[src/rtl/wmr_pkg.sv]
// Shared types and constants of the Weyl mix random generator.
`default_nettype none

package wmr_pkg;

    localparam int unsigned WordW = 64;
    localparam int unsigned HalfW = 32;
    localparam int unsigned SkipW = 31;
    localparam int unsigned CmdW  = 3;
    localparam int unsigned SpanW = HalfW + 1;
    localparam int unsigned StepW = 6;
    localparam int unsigned BitW  = 5;
    localparam int unsigned AddrW = 4;

    localparam logic [WordW-1:0] WeylInc = 64'h0000_0000_e120_fc15;
    localparam logic [HalfW-1:0] MixK1   = 32'h4a39_b70d;
    localparam logic [HalfW-1:0] MixK2   = 32'h12fa_d5c9;

    localparam logic [CmdW-1:0] CMD_RAW    = 3'd0;
    localparam logic [CmdW-1:0] CMD_RANGE  = 3'd1;
    localparam logic [CmdW-1:0] CMD_SIGN   = 3'd2;
    localparam logic [CmdW-1:0] CMD_SKIP   = 3'd3;
    localparam logic [CmdW-1:0] CMD_RESEED = 3'd4;

    localparam logic [AddrW-1:0] REG_SEED = 4'd0;

    typedef enum logic [2:0] {
        S_IDLE,
        S_ADV,
        S_MUL,
        S_FOLD,
        S_DIV,
        S_SKIP,
        S_DONE
    } t_state;

    typedef struct packed {
        logic busy;
        logic done;
    } t_div_sts;

endpackage

`default_nettype wire

[src/rtl/wmr_remainder.sv]
// Restoring bit-serial remainder of a 64-bit dividend by a 33-bit divisor.
`default_nettype none

module wmr_remainder (
    input  wire logic                        i_clk,
    input  wire logic                        i_rst_n,
    input  wire logic                        i_start,
    input  wire logic [wmr_pkg::WordW-1:0]   i_dividend,
    input  wire logic [wmr_pkg::SpanW-1:0]   i_divisor,
    output logic      [wmr_pkg::HalfW-1:0]   o_rem,
    output wmr_pkg::t_div_sts                o_sts
);
    import wmr_pkg::*;

    logic [WordW-1:0] r_dvd;
    logic [SpanW-1:0] r_dsr;
    logic [HalfW-1:0] r_rem;
    logic [StepW-1:0] r_step;
    logic             r_busy;
    logic             r_done;

    logic [SpanW-1:0] w_trial;
    logic [SpanW-1:0] w_diff;
    logic             w_ge;
    logic [HalfW-1:0] n_rem;

    assign w_trial = {r_rem, r_dvd[WordW-1]};
    assign w_ge    = (w_trial >= r_dsr);
    assign w_diff  = w_trial - r_dsr;
    assign n_rem   = w_ge ? w_diff[HalfW-1:0] : w_trial[HalfW-1:0];

    always_ff @(posedge i_clk) begin
        if (!i_rst_n) begin
            r_busy <= 1'b0;
            r_done <= 1'b0;
            r_step <= '0;
        end else begin
            r_done <= 1'b0;
            if (i_start) begin
                r_busy <= 1'b1;
                r_step <= '0;
            end else if (r_busy) begin
                r_step <= r_step + 1'b1;
                if (r_step == {StepW{1'b1}}) begin
                    r_busy <= 1'b0;
                    r_done <= 1'b1;
                end
            end
        end
    end

    always_ff @(posedge i_clk) begin
        if (i_start) begin
            r_dvd <= i_dividend;
            r_dsr <= i_divisor;
            r_rem <= '0;
        end else if (r_busy) begin
            r_dvd <= {r_dvd[WordW-2:0], 1'b0};
            r_rem <= n_rem;
        end
    end

    assign o_rem       = r_rem;
    assign o_sts.busy  = r_busy;
    assign o_sts.done  = r_done;

endmodule

`default_nettype wire

[src/rtl/weyl_mix_random_generator.sv]
// Top level of the Weyl mix random generator: command sequencer, serial mixer, skip.
//
//  channel  | dir | tdata (low bit up)                         | tuser
//  s_axis   | in  | range_low[31:0] range_high[31:0] skip[30:0]| cmd[2:0]
//  m_axis   | out | raw_value[63:0] bounded_value[31:0]        | range_error
//  apb      | cfg | reg 0 at byte 0: seed_value[63:0]          | -
//
// Raw and sign draws run two 32-step shift-add multiplies.
// Range draws add a pass of the bit-serial remainder unit unless the range is in error.
// Skip takes a skip_count bit per cycle up to its highest set bit; reseed loads the seed.
// Reset clears the counter, the seed and the result slot; no clearing pass.
// A held result stalls the sequencer only when the next result is ready to be stored.
`default_nettype none

module weyl_mix_random_generator (
    input  wire logic                        i_clk,
    input  wire logic                        i_rst_n,
    // range_low[31:0], range_high[63:32], skip_count[94:64], zero pad[95]
    input  wire logic [95:0]                 s_axis_tdata,
    // cmd[2:0]
    input  wire logic [wmr_pkg::CmdW-1:0]    s_axis_tuser,
    input  wire logic                        s_axis_tvalid,
    output logic                             s_axis_tready,
    // raw_value[63:0], bounded_value[95:64]
    output logic      [95:0]                 m_axis_tdata,
    // range_error[0]
    output logic                             m_axis_tuser,
    output logic                             m_axis_tvalid,
    input  wire logic                        m_axis_tready,
    input  wire logic                        psel,
    input  wire logic                        penable,
    input  wire logic                        pwrite,
    input  wire logic [wmr_pkg::AddrW-1:0]   paddr,
    input  wire logic [wmr_pkg::WordW-1:0]   pwdata,
    output logic      [wmr_pkg::WordW-1:0]   prdata,
    output logic                             pready
);
    import wmr_pkg::*;

    t_state             r_state, n_state;
    logic [CmdW-1:0]    r_cmd;
    logic [HalfW-1:0]   r_lo;
    logic [SpanW-1:0]   r_span;
    logic               r_err;
    logic [SkipW-1:0]   r_skip;
    logic [WordW-1:0]   r_cnt;
    logic [WordW-1:0]   r_seed;
    logic [WordW-1:0]   r_mcand;
    logic [WordW-1:0]   r_acc;
    logic [BitW-1:0]    r_bit;
    logic               r_round;
    logic [WordW-1:0]   r_raw;
    logic [HalfW-1:0]   r_bounded;

    logic               r_out_valid;
    logic [WordW-1:0]   r_out_raw;
    logic [HalfW-1:0]   r_out_bnd;
    logic               r_out_err;

    logic               w_in_acc;
    logic               w_load_out;
    logic               w_div_start;
    logic [CmdW-1:0]    w_cmd;
    logic [HalfW-1:0]   w_lo;
    logic [HalfW-1:0]   w_hi;
    logic [SkipW-1:0]   w_skip;
    logic [HalfW-1:0]   w_mul_k;
    logic [WordW-1:0]   w_fold;
    logic [WordW-1:0]   w_cnt_inc;
    logic [HalfW-1:0]   w_rem;
    t_div_sts           w_div_sts;
    logic               w_cfg_wr;

    assign w_cmd     = s_axis_tuser;
    assign w_lo      = s_axis_tdata[31:0];
    assign w_hi      = s_axis_tdata[63:32];
    assign w_skip    = s_axis_tdata[94:64];
    assign w_in_acc  = s_axis_tvalid && s_axis_tready;
    assign w_mul_k   = r_round ? MixK2 : MixK1;
    assign w_fold    = r_acc ^ (r_acc >> HalfW);
    assign w_cnt_inc = r_cnt + WeylInc;

    // APB
    assign pready   = 1'b1;
    assign w_cfg_wr = psel && penable && pwrite && pready && (paddr[3] == REG_SEED[3]);
    assign prdata   = (paddr[3] == REG_SEED[3]) ? r_seed : '0;

    always_ff @(posedge i_clk) begin
        if (!i_rst_n) begin
            r_seed <= '0;
        end else if (w_cfg_wr) begin
            r_seed <= pwdata;
        end
    end

    // next state
    always_comb begin
        n_state = r_state;
        unique case (r_state)
            S_IDLE: begin
                if (w_in_acc) begin
                    priority case (w_cmd)
                        CMD_RAW, CMD_RANGE, CMD_SIGN: n_state = S_ADV;
                        CMD_SKIP: n_state = (w_skip != '0) ? S_SKIP : S_IDLE;
                        default:  n_state = S_IDLE;
                    endcase
                end
            end
            S_ADV:  n_state = S_MUL;
            S_MUL:  n_state = (r_bit == {BitW{1'b1}}) ? S_FOLD : S_MUL;
            S_FOLD: begin
                if (!r_round) begin
                    n_state = S_MUL;
                end else if (w_div_start) begin
                    n_state = S_DIV;
                end else begin
                    n_state = S_DONE;
                end
            end
            S_DIV:  n_state = w_div_sts.done ? S_DONE : S_DIV;
            S_SKIP: n_state = (r_skip[SkipW-1:1] == '0) ? S_IDLE : S_SKIP;
            S_DONE: n_state = w_load_out ? S_IDLE : S_DONE;
            default: n_state = S_IDLE;
        endcase
    end

    // state outputs
    always_comb begin
        s_axis_tready = (r_state == S_IDLE);
        w_load_out    = (r_state == S_DONE) && (!r_out_valid || m_axis_tready);
        w_div_start   = (r_state == S_FOLD) && r_round && (r_cmd == CMD_RANGE) && !r_err;
    end

    always_ff @(posedge i_clk) begin
        if (!i_rst_n) begin
            r_state <= S_IDLE;
            r_cnt   <= '0;
        end else begin
            r_state <= n_state;
            if (w_in_acc && (w_cmd == CMD_RESEED)) begin
                r_cnt <= r_seed;
            end else if (r_state == S_ADV) begin
                r_cnt <= w_cnt_inc;
            end else if (r_state == S_SKIP) begin
                r_cnt <= r_cnt + (r_skip[0] ? r_mcand : '0);
            end
        end
    end

    // serial datapath
    always_ff @(posedge i_clk) begin
        unique case (r_state)
            S_IDLE: begin
                if (w_in_acc) begin
                    r_cmd   <= w_cmd;
                    r_lo    <= w_lo;
                    r_err   <= ($signed(w_hi) < $signed(w_lo));
                    r_span  <= {w_hi[HalfW-1], w_hi} - {w_lo[HalfW-1], w_lo}
                               + {{(SpanW-1){1'b0}}, 1'b1};
                    r_skip  <= w_skip;
                    r_mcand <= WeylInc;
                end
            end
            S_ADV: begin
                r_mcand <= w_cnt_inc;
                r_acc   <= '0;
                r_bit   <= '0;
                r_round <= 1'b0;
            end
            S_MUL: begin
                r_acc   <= r_acc + (w_mul_k[r_bit] ? r_mcand : '0);
                r_mcand <= {r_mcand[WordW-2:0], 1'b0};
                r_bit   <= r_bit + 1'b1;
            end
            S_FOLD: begin
                if (!r_round) begin
                    r_mcand <= w_fold;
                    r_acc   <= '0;
                    r_round <= 1'b1;
                end else begin
                    r_raw <= w_fold;
                    priority case (r_cmd)
                        CMD_RAW:   r_bounded <= w_fold[HalfW-1:0];
                        CMD_SIGN:  r_bounded <= w_fold[0] ? {HalfW{1'b1}}
                                                          : {{(HalfW-1){1'b0}}, 1'b1};
                        default:   r_bounded <= '0;
                    endcase
                end
            end
            S_DIV: begin
                if (w_div_sts.done) begin
                    r_bounded <= r_lo + w_rem;
                end
            end
            S_SKIP: begin
                r_mcand <= {r_mcand[WordW-2:0], 1'b0};
                r_skip  <= r_skip >> 1;
            end
            S_DONE: begin
            end
            default: begin
            end
        endcase
    end

    wmr_remainder u_rem (
        .i_clk      (i_clk),
        .i_rst_n    (i_rst_n),
        .i_start    (w_div_start),
        .i_dividend (w_fold),
        .i_divisor  (r_span),
        .o_rem      (w_rem),
        .o_sts      (w_div_sts)
    );

    // result slot
    always_ff @(posedge i_clk) begin
        if (!i_rst_n) begin
            r_out_valid <= 1'b0;
        end else if (w_load_out) begin
            r_out_valid <= 1'b1;
        end else if (m_axis_tready) begin
            r_out_valid <= 1'b0;
        end
    end

    always_ff @(posedge i_clk) begin
        if (w_load_out) begin
            r_out_raw <= r_raw;
            r_out_bnd <= r_bounded;
            r_out_err <= (r_cmd == CMD_RANGE) && r_err;
        end
    end

    assign m_axis_tvalid = r_out_valid;
    assign m_axis_tdata  = {r_out_bnd, r_out_raw};
    assign m_axis_tuser  = r_out_err;

    // checks
    a_div_done_in_div: assert property (@(posedge i_clk) disable iff (!i_rst_n)
        w_div_sts.done |-> (r_state == S_DIV))
        else $error("remainder finished outside its wait state");

    a_reseed_loads: assert property (@(posedge i_clk) disable iff (!i_rst_n)
        (w_in_acc && (w_cmd == CMD_RESEED)) |=> (r_cnt == $past(r_seed)))
        else $error("reseed request did not load the counter");

    a_err_zero: assert property (@(posedge i_clk) disable iff (!i_rst_n)
        (m_axis_tvalid && m_axis_tuser) |-> (m_axis_tdata[95:64] == '0))
        else $error("range error result with nonzero bounded value");

    a_done_waits: assert property (@(posedge i_clk) disable iff (!i_rst_n)
        ((r_state == S_DONE) && r_out_valid && !m_axis_tready) |=> (r_state == S_DONE))
        else $error("result slot overwritten while held");

endmodule

`default_nettype wire
[config.mk]
export PLATFORM = sky130hd
export DESIGN_NAME = weyl_mix_random_generator
export DESIGN_NICKNAME = d
export VERILOG_FILES = /design/src/rtl/wmr_pkg.sv /design/src/rtl/wmr_remainder.sv /design/src/rtl/weyl_mix_random_generator.sv
export SDC_FILE = /design/constraint.sdc
export NUM_CORES = 2
export LEC_CHECK = 0
export BUFFER_PORTS_ARGS = -buffer_cell sky130_fd_sc_hd__buf_4
export CAP_MARGIN = 15
export CORE_UTILIZATION = 55
export CTS_CLUSTER_SIZE = 8
export DETAILED_ROUTE_END_ITERATION = 10
export PLACE_DENSITY = 0.77
export SLEW_MARGIN = 10
export SYNTH_ARGS = -nofsm -noshare
export SYNTH_HDL_FRONTEND = slang
export SYNTH_SLANG_ARGS = --single-unit
[constraint.sdc]
create_clock -name i_clk -period 6.8 [get_ports i_clk]
set_input_delay 1.02 -clock i_clk [delete_from_list [all_inputs] [get_ports i_clk]]
set_output_delay 1.02 -clock i_clk [all_outputs]
set_load 0.005 [all_outputs]
==> results.yml <==
timing:
  min_period_ns: 5.95
  tns_ns: 0
  hold_violations: 0
  fmax_mhz: 168
  clock-skew-final_ns: 0.0416
  rsz0062_at_grt: "no"
  finalSetupViolCount: 0
  fin_hold_ws_ns: 0.412
  finalCritPeriodShare_pct: 87.5
  report.final.slew_viol_count: 0
  tightest_slew_ns: 1.27
  timing.final.ws_setup_ns: 0.848
  maxSlewHeadroom_pct: 14.8
clock_tree:
  cts_tree: "built"
  cts_buffers: 97
  clk_latency_ns: 0.67
  cts_resized: 0
  cts_root_buffer: "clkbuf_16"
  cts.clk_slew.worst_paths_ns: 0.06
  post_cts_buffers: 0
  cts_sinks: 696
  cts.path.max_buffers: 3
  cts-htree-levels: 3
  postCtsHoldBufs: 0
yosys:
  async_flop_share_pct: 0
  ys_seq_area_share_pct: 45.0
  yosysMostFrequentCell: "nand2_1"
  synth_top_family_by_area: "compound AO/OA/AOI/OAI gates"
  avgSynthCellArea_um2: 9.34
  ys_warn_count: 0
  ys.flop_type: "edfxtp_1"
  ys_top_cells_by_area: "edfxtp_1 37%, dfxtp_1 8.1%, ha_1 7.8%"
  yosys.area.top_type: "edfxtp_1"
  synth.area.mux_share_pct: 0.678
  postSynthCellCount: 4565
  synth-seq-cells: 696
  yosys-top-cells-count: "652 x nand2_1, 524 x edfxtp_1, 425 x a21oi_1"
  ys_types: 103
  synth_compound_area_share_pct: 18.1
  synth-adder-area-share_pct: 8.75
  synth_xor_area_share_pct: 5.77
  synth_nets: 5025
  yosys.area_share.simple_pct: 17.9
  syn_area_um2: 42600
  synth_edf_count: 524
  synth_top_area_share_pct: 36.9
hold_path:
  hp-class: "flip-flop to flip-flop"
routing:
  num_vias: 36084
  wl_um: 134000
  drt_drc_violations_left: 0
  avgRoutedWirePerCell_um: 22.8
  vias_per_cell: 6.12
  drt_iter0_markers: 4405
  first_pass_iters: 6
  ant_nets: 0
cells_and_area:
  nFillCells: 6424
  drive_gt1_share_pct: 11.5
  seq_area_um2: 19200
  fin_nets: 5267
  area_growth_pct: 14.3
  multi_input_area_um2: 21900
  fin_cells: 5896
global_routing:
  grt_max_degree: 75
  antenna_found_initial: 8
  globalRouteTotalUtil_pct: 33.6
  grt_overflow: 0
  grt_pass1_wl_um: 200000
  grt_pass1_vias: 32845
place:
  portBuffers: 332
  gp_congestion: 1.02
  dpl.cell_count: 5738
  pre_cts_ws_ns: 0.961
  hpwl_um: 99200
floorplanning:
  core_area_um2: 76300
  start_util_pct: 55.8
  fp-row-count: 101
  io_pins: 338
  fp.dieH_um: 280
  fp.dieW_um: 280
  design.die.area_um2: 78600
power_and_ir_drop:
  p_per_area_nw_per_um2: 282
  ir_drop_mv: 0.206
  total_power_uw: 13700
  leakagePower_uw: 0.0196
setup_path:
  crit_arrival_ns: 6.34
  cpPeakStageDelay_ns: 0.75
  critPathKind: "flip-flop to flip-flop"
  path_buf_inv: 2
  cpLargestDelayFamily: "compound AO/OA/AOI/OAI gates"
  cp.required_ns: 7.19
  endpoint_kind: "flip-flop"
  crit_fanout: 34
  crit_path_start_kind: "flip-flop"
  critPathSlowestCell: "mux4_2"
  cp_cell_sequence: "inv_1 > ha_1 > mux4_2 > mux4_2 > buf_4 > and2_1 > ha_1 > a21oi_1 > o21ai_0 > a21oi_1 > nor2b_1 > o31ai_4 > a2111oi_2 > o21ai_2 > o31a_1 > nor3_1 > o21a_1 > nor3_1"
flow_run:
  maxCapViolations: 0
status:
  status: "completed"
## through the flow
step                util [%]  area [um2]
finish                  63.8       48700
global route            63.8       48700
CTS                     63.8       48700
detailed placement      60.2       45900
global placement        60.2       45900
floorplan                  -       42600
## sequential cells by signal, summed over array words and instances (netlist names), 3 cells and up
| signal | count |
|---|---|
| r_acc | 64 |
| r_cnt | 64 |
| r_mcand | 64 |
| r_out_raw | 64 |
| r_raw | 64 |
| r_seed | 64 |
| u_rem.r_dvd | 64 |
| r_span | 33 |
| u_rem.r_dsr | 33 |
| r_bounded | 32 |
| r_lo | 32 |
| r_out_bnd | 32 |
| u_rem.o_rem | 32 |
| r_skip | 31 |
| u_rem.r_step | 6 |
| r_bit | 5 |
| r_cmd | 3 |
| r_state | 3 |
## placed cells by master (no fill, tap or decap), types with 21 or more instances in the layout
master       n
a21oi_1    425
buf_4      375
o21a_1      28
and3_1      40
clkbuf_1    48
nand3_1     58
nand4_1     68
mux2i_1     21
o21bai_1    51
a31oi_1     48
xnor2_1    139
and2_1     142
o22ai_1     33
a211oi_1    43
clkbuf_16   97
nor2_1     320
a22oi_1     33
nor2b_1     94
a21o_1      91
o211ai_1    27
nor3_1      84
nor4_1      44
edfxtp_1   524
o21ai_0    258
nand2b_1    45
ha_1       266
xor2_1     142
a221o_1     21
inv_1      184
dfxtp_1    171
or3_1       29
nand2_1    651
## layer usage
| metal | track usage (%) | share of wire [%] | wire (um) | vias to the layer above |
|---|---|---|---|---|
| li1 | - | - | - | 16947 |
| met1 | 48.8 | 43 | 57600 | 17056 |
| met2 | 47.7 | 42 | 55900 | 1851 |
| met3 | 9.64 | 12 | 16700 | 222 |
| met4 | 11.1 | 3.2 | 4240 | 8 |
| met5 | 0 | 0.035 | 47 | - |
## worst register-to-register path: stages, from the launching register on
cell,delay (ns)
edfxtp_1,0.52
inv_1,0.17
ha_1,0.22
mux4_2,0.47
mux4_2,0.75
buf_4,0.38
and2_1,0.21
ha_1,0.38
a21oi_1,0.12
o21ai_0,0.16
a21oi_1,0.09
nor2b_1,0.42
o31ai_4,0.13
a2111oi_2,0.64
o21ai_2,0.19
o31a_1,0.37
nor3_1,0.25
o21a_1,0.15
nor3_1,0.04
## area by class of cell
cell class	instances	share of cell area (%)
diodes	3	0.0154
clock buffers	145	5.35
clock inverters	10	0.408
inverters	190	1.47
multi-input cells	3446	44.9
flip-flops and latches	696	39.4
well taps	1030	2.64
repair buffers	376	5.82
## worst paths after layout
path,from,end,cells after the start,slack [ns]
worst min-delay path,r_span[0],u_rem.r_dsr[0],0,0.41
worst min register to register,r_span[0],u_rem.r_dsr[0],0,0.41
worst max register to register,r_bit[0],r_acc[50],18,0.85
worst max-delay path,r_bit[0],r_acc[50],18,0.85
## cell families (layout without fill, tap and decap cells)
| family | count (synthesis) | in the layout |
|---|---|---|
| other | 1 | 4 |
| xor gates and xnor gates | 281 | 281 |
| buffers and inverters | 423 | 721 |
| DFF | 696 | 696 |
| and+or+nand+nor | 1627 | 1627 |
| muxes | 26 | 26 |
| AOI/OAI and AO/OA | 1225 | 1225 |
| adders and majority gates | 286 | 286 |
## report_power, final
part           total [uW]  internal [uW]  switching (uW)
Sequential           5360           4970             387
Combinational        3870           1440            2430
Clock                4510           2640            1880
Note: power is estimated with default switching activity, not from simulation.
